==> config.mk <==
export PLATFORM = sky130hd
export DESIGN_NAME = hsv_rainbow_led_pulse_generator
export DESIGN_NICKNAME = d
export VERILOG_FILES = /design/src/rtl/hrlp_pkg.sv /design/src/rtl/hrlp_wheel.sv /design/src/rtl/hsv_rainbow_led_pulse_generator.sv
export SDC_FILE = /design/constraint.sdc
export NUM_CORES = 1
export LEC_CHECK = 0
export BUFFER_PORTS_ARGS = -buffer_cell sky130_fd_sc_hd__buf_2
export CAP_MARGIN = 10
export CORE_AREA = 3 3 189 191
export CTS_CLUSTER_SIZE = 24
export DETAILED_ROUTE_END_ITERATION = 7
export DIE_AREA = 0 0 192 194
export GPL_ROUTABILITY_DRIVEN = 1
export PLACE_DENSITY_LB_ADDON = 0.1
export RECOVER_POWER = 100
export SYNTH_ARGS = -nofsm -noshare
export SYNTH_HDL_FRONTEND = slang
export SYNTH_HIERARCHICAL = 1
export SYNTH_SLANG_ARGS = --single-unit
==> constraint.sdc <==
create_clock -name clk -period 9.8 [get_ports clk]
set_input_delay 0.49 -clock clk [delete_from_list [all_inputs] [get_ports clk]]
set_output_delay 0.49 -clock clk [all_outputs]
set_load 0.005 [all_outputs]
==> src/rtl/hrlp_pkg.sv <==
package hrlp_pkg;

    localparam int HUE_W      = 9;
    localparam int LEVEL_W    = 7;
    localparam int PULSE_W    = 19;
    localparam int RAMP_W     = 8;
    localparam int OFFSET_W   = 6;

    localparam int unsigned PERIOD_NS_DEF = 1000000;
    localparam int unsigned HUE_MOD       = 360;
    localparam int unsigned HUE_STEP_RST  = 2;
    localparam int unsigned FULL_SCALE    = 255;
    localparam int unsigned LEVEL_DEPTH   = 2 ** LEVEL_W;

    localparam logic [LEVEL_W-1:0] LEVEL_FULL = LEVEL_W'(FULL_SCALE / 3);
    localparam logic [PULSE_W-1:0] PULSE_SAT  = {PULSE_W{1'b1}};

    // One region for each 60-degree sector of the color wheel.
    typedef enum logic [2:0] {
        RGN_RED_YELLOW,
        RGN_YELLOW_GREEN,
        RGN_GREEN_CYAN,
        RGN_CYAN_BLUE,
        RGN_BLUE_MAGENTA,
        RGN_MAGENTA_RED
    } region_t;

    typedef struct packed {
        logic [LEVEL_W-1:0] red;
        logic [LEVEL_W-1:0] green;
        logic [LEVEL_W-1:0] blue;
    } rgb_level_t;

    // Floor of x / 3 for an 8-bit x, as a multiply by 171 / 512.
    function automatic logic [LEVEL_W-1:0] div3(input logic [RAMP_W-1:0] x);
        logic [RAMP_W+RAMP_W-1:0] prod;
        prod = x * RAMP_W'(171);
        return prod[RAMP_W+RAMP_W-1 -: LEVEL_W];
    endfunction

    // Pulse width for one level, saturated to the port width. Only ever
    // evaluated on constants while the lookup table is built.
    function automatic logic [PULSE_W-1:0] pulse_calc(input int unsigned level,
                                                      input longint unsigned period);
        longint unsigned width;
        width = (period * longint'(level)) / 64'd255;
        if (width > longint'(PULSE_SAT))
            return PULSE_SAT;
        return PULSE_W'(width);
    endfunction

endpackage

==> src/rtl/hrlp_wheel.sv <==
module hrlp_wheel (
    input  logic [hrlp_pkg::HUE_W-1:0] hue,
    output hrlp_pkg::rgb_level_t       level
);
    import hrlp_pkg::*;

    region_t             region;
    logic [HUE_W-1:0]    base;
    logic [HUE_W-1:0]    offset_full;
    logic [OFFSET_W-1:0] offset;
    logic [RAMP_W+1:0]   ramp_x17;
    logic [RAMP_W-1:0]   up;
    logic [RAMP_W-1:0]   down;
    logic [LEVEL_W-1:0]  up_lvl;
    logic [LEVEL_W-1:0]  down_lvl;

    always_comb
    begin
        priority if (hue >= HUE_W'(300))
        begin
            region = RGN_MAGENTA_RED;
            base   = HUE_W'(300);
        end
        else if (hue >= HUE_W'(240))
        begin
            region = RGN_BLUE_MAGENTA;
            base   = HUE_W'(240);
        end
        else if (hue >= HUE_W'(180))
        begin
            region = RGN_CYAN_BLUE;
            base   = HUE_W'(180);
        end
        else if (hue >= HUE_W'(120))
        begin
            region = RGN_GREEN_CYAN;
            base   = HUE_W'(120);
        end
        else if (hue >= HUE_W'(60))
        begin
            region = RGN_YELLOW_GREEN;
            base   = HUE_W'(60);
        end
        else
        begin
            region = RGN_RED_YELLOW;
            base   = '0;
        end
    end

    // The ramp 255 * m / 60 is exactly 17 * m / 4.
    assign offset_full = hue - base;
    assign offset      = offset_full[OFFSET_W-1:0];
    assign ramp_x17    = {offset, 4'b0000} + (RAMP_W+2)'(offset);
    assign up          = ramp_x17[RAMP_W+1:2];
    assign down        = RAMP_W'(FULL_SCALE) - up;
    assign up_lvl      = div3(up);
    assign down_lvl    = div3(down);

    always_comb
    begin
        unique case (region)
            RGN_RED_YELLOW:   level = '{red: LEVEL_FULL, green: up_lvl,     blue: '0};
            RGN_YELLOW_GREEN: level = '{red: down_lvl,   green: LEVEL_FULL, blue: '0};
            RGN_GREEN_CYAN:   level = '{red: '0,         green: LEVEL_FULL, blue: up_lvl};
            RGN_CYAN_BLUE:    level = '{red: '0,         green: down_lvl,   blue: LEVEL_FULL};
            RGN_BLUE_MAGENTA: level = '{red: up_lvl,     green: '0,         blue: LEVEL_FULL};
            RGN_MAGENTA_RED:  level = '{red: LEVEL_FULL, green: '0,         blue: down_lvl};
            default:          level = '0;
        endcase
    end

endmodule

==> src/rtl/hsv_rainbow_led_pulse_generator.sv <==
// Channel   Signals                                 Direction  Carries
// in        in_valid, in_ready, enable              input      one animation tick
// out       out_valid, out_ready, hue_shown, levels,
//           pulses                                  output     color of that tick
// cfg       cfg_valid, cfg_ready, hue_step          input      hue step register write
//
// Ticks go one per cycle, unless the output stalls, via s1 to the output registers.
// The hue advances in the cycle of acceptance, so back-to-back ticks see it.
// A stalled output holds its result; the input register still takes one more.
// Reset clears the hue to 0 and loads a step of 2 degrees.
// The configuration port is always ready.
module hsv_rainbow_led_pulse_generator #(
    parameter longint unsigned PERIOD_NS = hrlp_pkg::PERIOD_NS_DEF
) (
    input  logic                          clk,
    input  logic                          rst_n,
    input  logic                          in_valid,
    output logic                          in_ready,
    input  logic                          enable,
    output logic                          out_valid,
    input  logic                          out_ready,
    output logic [hrlp_pkg::HUE_W-1:0]    hue_shown,
    output logic [hrlp_pkg::LEVEL_W-1:0]  red_level,
    output logic [hrlp_pkg::LEVEL_W-1:0]  green_level,
    output logic [hrlp_pkg::LEVEL_W-1:0]  blue_level,
    output logic [hrlp_pkg::PULSE_W-1:0]  red_pulse,
    output logic [hrlp_pkg::PULSE_W-1:0]  green_pulse,
    output logic [hrlp_pkg::PULSE_W-1:0]  blue_pulse,
    input  logic                          cfg_valid,
    output logic                          cfg_ready,
    input  logic [hrlp_pkg::HUE_W-1:0]    hue_step
);
    import hrlp_pkg::*;

    logic [HUE_W-1:0]   hue_step_reg;
    logic [HUE_W-1:0]   hue_angle_reg;
    logic [HUE_W-1:0]   hue_angle_next;
    logic [HUE_W:0]     hue_sum;

    logic               s1_valid_reg;
    logic               s1_en_reg;
    logic [HUE_W-1:0]   s1_hue_reg;

    logic               out_valid_reg;
    logic [HUE_W-1:0]   hue_shown_reg;
    rgb_level_t         level_reg;
    rgb_level_t         level_next;
    rgb_level_t         wheel_level;
    logic [PULSE_W-1:0] red_pulse_reg;
    logic [PULSE_W-1:0] green_pulse_reg;
    logic [PULSE_W-1:0] blue_pulse_reg;

    logic               in_accept;
    logic               s2_load;

    logic [PULSE_W-1:0] pulse_lut [LEVEL_DEPTH];

    for (genvar i = 0; i < LEVEL_DEPTH; i++)
    begin : g_pulse_lut
        assign pulse_lut[i] = pulse_calc(i, PERIOD_NS);
    end

    assign s2_load   = s1_valid_reg && (!out_valid_reg || out_ready);
    assign in_ready  = !s1_valid_reg || s2_load;
    assign in_accept = in_valid && in_ready;
    assign cfg_ready = 1'b1;

    // The sum stays below 871, so at most two subtractions bring it into range.
    assign hue_sum = {1'b0, hue_angle_reg} + {1'b0, hue_step_reg};

    always_comb
    begin
        priority if (hue_sum >= (HUE_W+1)'(2 * HUE_MOD))
            hue_angle_next = HUE_W'(hue_sum - (HUE_W+1)'(2 * HUE_MOD));
        else if (hue_sum >= (HUE_W+1)'(HUE_MOD))
            hue_angle_next = HUE_W'(hue_sum - (HUE_W+1)'(HUE_MOD));
        else
            hue_angle_next = hue_sum[HUE_W-1:0];
    end

    always_ff @(posedge clk or negedge rst_n)
    begin
        if (!rst_n)
        begin
            hue_step_reg  <= HUE_W'(HUE_STEP_RST);
            hue_angle_reg <= '0;
        end
        else
        begin
            if (cfg_valid && cfg_ready)
                hue_step_reg <= hue_step;
            if (in_accept && enable)
                hue_angle_reg <= hue_angle_next;
        end
    end

    always_ff @(posedge clk or negedge rst_n)
    begin
        if (!rst_n)
            s1_valid_reg <= 1'b0;
        else if (in_ready)
            s1_valid_reg <= in_valid;
    end

    always_ff @(posedge clk)
    begin
        if (in_accept)
        begin
            s1_en_reg  <= enable;
            s1_hue_reg <= hue_angle_reg;
        end
    end

    hrlp_wheel u_wheel (
        .hue   (s1_hue_reg),
        .level (wheel_level)
    );

    assign level_next = s1_en_reg ? wheel_level : '0;

    always_ff @(posedge clk or negedge rst_n)
    begin
        if (!rst_n)
            out_valid_reg <= 1'b0;
        else if (!out_valid_reg || out_ready)
            out_valid_reg <= s1_valid_reg;
    end

    always_ff @(posedge clk)
    begin
        if (s2_load)
        begin
            hue_shown_reg   <= s1_en_reg ? s1_hue_reg : '0;
            level_reg       <= level_next;
            red_pulse_reg   <= pulse_lut[level_next.red];
            green_pulse_reg <= pulse_lut[level_next.green];
            blue_pulse_reg  <= pulse_lut[level_next.blue];
        end
    end

    assign out_valid   = out_valid_reg;
    assign hue_shown   = hue_shown_reg;
    assign red_level   = level_reg.red;
    assign green_level = level_reg.green;
    assign blue_level  = level_reg.blue;
    assign red_pulse   = red_pulse_reg;
    assign green_pulse = green_pulse_reg;
    assign blue_pulse  = blue_pulse_reg;

    a_hue_in_range: assert property (@(posedge clk) disable iff (!rst_n)
        hue_angle_reg < HUE_W'(HUE_MOD))
        else $error("hue angle left the 0..359 range");

    a_hue_holds_when_off: assert property (@(posedge clk) disable iff (!rst_n)
        in_accept && !enable |=> $stable(hue_angle_reg))
        else $error("hue moved on a disabled tick");

    a_hue_advances: assert property (@(posedge clk) disable iff (!rst_n)
        in_accept && enable && !(cfg_valid && cfg_ready)
        |=> (hue_angle_reg == $past(hue_angle_next)))
        else $error("hue did not advance by the step");

    a_levels_bounded: assert property (@(posedge clk) disable iff (!rst_n)
        out_valid_reg |-> (level_reg.red <= LEVEL_FULL) && (level_reg.green <= LEVEL_FULL)
                          && (level_reg.blue <= LEVEL_FULL))
        else $error("color level above full scale");

    a_off_is_dark: assert property (@(posedge clk) disable iff (!rst_n)
        s2_load && !s1_en_reg |=> (level_reg == '0) && (hue_shown_reg == '0))
        else $error("disabled tick produced light");

endmodule

Word level (Yosys, flattened, before mapping)
Memory sizes are Yosys's and may differ from the RTL's. A register that Yosys moved wholly into a read port is not among the register bits.
Cells that the tools add are included.
Storage, ports and cells
  flip-flop bits (word level): 60
  ROM bits: 7296
  bits of input ports: 15
  output and inout bits: 90
  logic and storage cells: 58
  memories kept: 3
Cells by class
  add/sub/neg operators: 6
  multipliers: 2
  $lt $le $gt $ge: 7
  eq/ne operators: 5
  multiplexer cells: 14
  bitwise operators: 3
  reductions and logical operators: 8
Memories
  (name not given): depth 128, bits a word 19, rd ports 1, clocked after memory_dff 1, wr ports 0, line hsv_rainbow_led_pulse_generator.sv:137  | blue_pulse_reg <= pulse_lut[level_next.blue];
  (name not given): depth 128, bits a word 19, rd ports 1, clocked after memory_dff 1, wr ports 0, line hsv_rainbow_led_pulse_generator.sv:136  | green_pulse_reg <= pulse_lut[level_next.green];
  (name not given): depth 128, bits a word 19, rd ports 1, clocked after memory_dff 1, wr ports 0, line hsv_rainbow_led_pulse_generator.sv:135  | red_pulse_reg <= pulse_lut[level_next.red];
Operators by type and width (number)
  $pmux 21 s6: 1
  $mul 8x8->16 const B: 2
  $mux 6: 5
  $not 7->8: 3
  $mux 21: 1
  $ge 9x8->1 const B: 2
  $mux 9: 2
  $mux 3: 4
  $add 10x6->10: 1
  $add 9x9->10: 1
  $ge 10x10->1 const B: 1
  $ge 10x9->1 const B: 1
  $ge 9x6->1 const B: 1
  $ge 9x7->1 const B: 1
  $ge 9x9->1 const B: 1
  $sub 9x8->9 const B: 1
  $sub 9x9->9 const B: 1
  $sub 8x8->8 const A: 1
  $eq 3x2->1 const B: 2
  $eq 3x3->1 const B: 2
  $sub 6x6->6: 1
  $eq 3x1->1 const B: 1
  $logic_and 1x1->1: 3
  $logic_not 3->1: 1
  other kinds (3): 5

Longest topological paths before layout
  word-level depth: 13
  mapped depth: 40
  depth with buffers taken out: 38

Hierarchy
The synthesis kept the hierarchy.
By module, submodules not included
  hsv_rainbow_led_pulse_generator: times used 1, cells an instance 1956, area an instance 13824.5 um^2
  hrlp_wheel: times used 1, cells an instance 384, area an instance 3161.8 um^2

Least setup slack after synthesis
No wires, ideal clock.
  path kind: reg-to-reg
  from: register s1_hue_reg[7]
  to: register red_pulse_reg[10] (netlist: red_pulse[10]) (data pin)
  data arrival time: 8620 ps
  setup slack: 907 ps
  cell stages (with the launch flop): 37
  period minus slack after synthesis: 8893 ps
  cells stage by stage: edfxtp_1 -> clkbuf_1 -> maj3_1 -> a21oi_1 -> a21oi_1 -> mux2_2 -> ha_1 -> fa_1 -> xor2_1 -> inv_1 -> ha_1 -> fa_1 -> ha_1 -> inv_1 -> fa_1 -> fa_1 -> inv_1 -> fa_1 -> ha_1 -> a21o_1 -> a21oi_2 -> nor2b_1 -> a311o_1 -> xor2_1 -> a221o_1 -> clkbuf_1 -> nand2_1 -> inv_1 -> buf_2 -> buf_2 -> buf_1 -> ha_1 -> nand2_1 -> o21ai_0 -> o22a_1 -> a2111oi_0 -> a31oi_1
RTL lines
  from (decl): line hsv_rainbow_led_pulse_generator.sv:42  | logic [HUE_W-1:0] s1_hue_reg;
  from (signal assigned): line hsv_rainbow_led_pulse_generator.sv:110  | s1_hue_reg <= hue_angle_reg;
  to (decl): line hsv_rainbow_led_pulse_generator.sv:49  | logic [PULSE_W-1:0] red_pulse_reg;

==> results.md <==
* Adder-cell area share of the yosys netlist at between 10% and 20%
* # fillers at between 3000 and 4000
* # IOs at 105
* Post-synthesis xor/xnor area fraction at 1.75%
* NumNets Final at between 2000 and 2500
* Synth cell types at 95
* RSZ-0062 raised after global routing: yes
* Synth area leaders: edfxtp_1 (17%), ha_1 (10%), a21oi_1 (6.7%)
* Hold Crit Depth at 2
* CP max stage cell: xnor2_1
* Largest net degree at the start of global routing at between 60 and 70
* Total core area at 34300 um2
* DR pass1 iterations at 7
* Max Clk Rate at around 0.11 GHz
* # DRC at 0
* Worst-Skew Late Latency at around 470 ps
* Final ANT Viol Nets at 0
* Routed WL at approximately 64 mm
* CTS Sinks at 117
* Root Driver: clkbuf_16
* Area growth, synth to finish at 8.77%
* Area post-placement at 17900 um2
* Mapped Nets at 2517
* Number of core rows at between 60 and 70
* Flop2flop setup slack at between 400 and 500 ps
* Min Tclk post-route at 9380 ps
* Starting DRT DRC Count at 2329
* Async S/R FF share, synth at between 10% and 20%
* HP Start: in_valid
* Final Instance Area at about 18000 um2
* Fin cells at 2782
* CP Launch Type: flop
* PortBufs at 103
* Area taken by multi-input logic gates at about 12000 um2
* Max-cap violation count at 2
* Storage element area at roughly 3400 um2
* Hold EP: s1_valid_reg
* Complex-gate fraction of the synthesized area at a little over a third
* Final Skew at roughly 18 ps
* Die W at ~190 um
* Total GRT Usage at approximately 33%
* HPWL Detailed at 42.4 mm
* Number of global-route vias before repair at 17600
* EDFF count, synth at 97
* Gr ovfl total at 0
* Yosys Warn Count at 6
* Final worst path period share at 95.7%
* Slowest Stage Delay on Critical Path at between 500 and 600 ps
* Seq/Total Area, Yosys at 20.1%
* H-tree depth at 4
* Largest family of logic cells by synthesized area: compound AO/OA/AOI/OAI gates
* Post-synthesis simple-gate area fraction at a little under 20%
* Final setup vio count at 0
* Worst-Margin Slew at 3450 ps
* Mean post-synth cell area at roughly 7.3 um2
* Die Area at ~37000 um2
* Critical path required time at roughly 10000 ps
* Antenna violations before repair at 0
* Max-slew violations at 90
* CP arrival at approximately 9600 ps
* Worst r2r dst: red_pulse[5]
* Failing checks: max-capacitance violations, max-slew violations
* Drt via density at 6.84
* First-pass GRT wire length at approximately 100 mm
* Leading area contributor after synthesis: edfxtp_1
* Outcome: finished with violations
* Setup repair bufs after CTS at 0
* Initial core utilization at between 40% and 50%
* Mux contribution to synthesized area at around 2.2%
* Vias at 19000
* R2R depth at 34
* Crit path kind: flop to flop
* Slew HR at -130%
* Seq cells post-synth at between 100 and 150
* CP endpoint kind: flop
* Die Height at about 190 um
* Number of diodes at 0
* Gpl congestion at between 0.9 and 1
* Top_reg_cell synth: edfxtp_1
* CTS tree: built
* Synthesized area at around 17000 um2
* Post-synthesis instance total at ~2300
* Reg clk slew, reported paths at 80 ps
* Final Hold Viols at 0
* Hold Path Class: input port to flop
* FF-to-FF Start: s1_hue_reg[3]
* Total CTS buffers at 17
* DR WL/cell at 22.9 um
* Post-Place Cells at roughly 2700
* CTS max path bufs at 2
* Yosys top cell area share at between 10% and 20%
* CP Max Fanout at 12
* Share of post-route cells with drive strength above 1 at 10.5%
[area by class of cell]
class                   count  area share, %
multi-input cells        1869           67.0
flip-flops and latches    117           18.5
repair buffers            184           5.89
well taps                 455           3.08
inverters                 125           2.62
clock buffers              17           2.30
clock inverters            15          0.576
[stage by stage]
step | setup slack, ps | hold slack (ps) | util [%] | setup TNS, ps
2_1_floorplan | 907 | 194 | - | 0
3_3_place_gp | 608 | 466 | 52.3 | 0
3_5_place_dp | 462 | 477 | 52.3 | 0
4_1_cts | 458 | 230 | 53.9 | 0
5_1_grt | -23.5 | 254 | 53.9 | -30.0
6_report | 418 | 246 | 53.9 | 0
[worst max-delay path: cells and delay by family, from the launching register on]
family          cells  cell delay (ps)
compound gates     10             2240
xor+xnor            3              930
fa+ha+maj           8             2850
buf+inv             7             1200
flops               1              520
mux                 1              290
simple gates        5             1070
[kinds of logic (layout without fill, tap and decap cells)]
kind of cell | after synthesis | in the layout
flops | 117 | 117
mux | 36 | 36
other cells | 1 | 1
simple gates | 729 | 729
buf+inv | 354 | 341
fa+ha+maj | 163 | 163
xor+xnor | 33 | 33
compound gates | 907 | 907
[layout by cell type (no fill, tap or decap), types with 23 or more instances in the layout]
master    netlist  final
edfxtp_1       97     97
nor2_1        193    189
xnor2_1        25     23
buf_2           9     52
o21ai_0       216    213
clkbuf_1      184     49
nor3_1         50     51
o22ai_1        33     28
nand3_1        64     64
a31oi_1        49     49
inv_1         117    112
a211oi_1       60     60
fa_1           25     25
nand2_1       265    262
a21oi_1       228    228
o221ai_1       33     30
ha_1          137    127
nand2b_1       28     28
buf_4           1     76
o211ai_1       60     60
[cells in the mapped netlist, types with 15 or more instances]
cell type	n
mux2i_1	21
nand2_1	265
dfrtp_1	19
o22ai_1	33
a221oi_1	19
o221ai_1	33
nand3_1	64
a31oi_1	49
o21ai_0	216
o311ai_0	21
a21oi_1	228
a211oi_1	60
edfxtp_1	97
o211ai_1	60
mux2_2	15
a21o_1	18
nor2b_1	19
nor3_1	50
clkbuf_1	184
and2_1	21
ha_1	137
nand2b_1	28
a311oi_1	16
buf_1	32
and3_1	15
inv_1	117
fa_1	25
nor2_1	193
xnor2_1	25
[routing by layer]
metal  wire length, um  vias up  GRT usage, %
li1                  -     8672             -
met1             26800     8937          47.9
met2             28200     1233          50.5
met3              6820      189          6.38
met4              1880        0          10.7
met5                 0        -             0
[worst max-delay path by stage]
stage	from	to	cells past startpoint	slack, ps
4_1_cts	s1_hue_reg[3]	red_pulse[0]	34	460
3_3_place_gp	s1_hue_reg[7]	red_pulse[9]	36	610
5_1_grt	s1_hue_reg[3]	red_pulse[5]	35	-20
2_1_floorplan	s1_hue_reg[7]	red_pulse[10]	36	910
3_5_place_dp	s1_hue_reg[3]	red_pulse[9]	34	460
6_report	s1_hue_reg[3]	red_pulse[5]	34	420
[repair_timing]
item                       4_1_cts  5_1_grt
hold buffers                     1        0
gates resized for setup          0       27
hold endpoints to repair         6        0
setup endpoints to repair        0       38
Power is left out: the tool's default activity adds up to more than one toggle a clock period on the data nets, which glitch-free logic cannot reach.
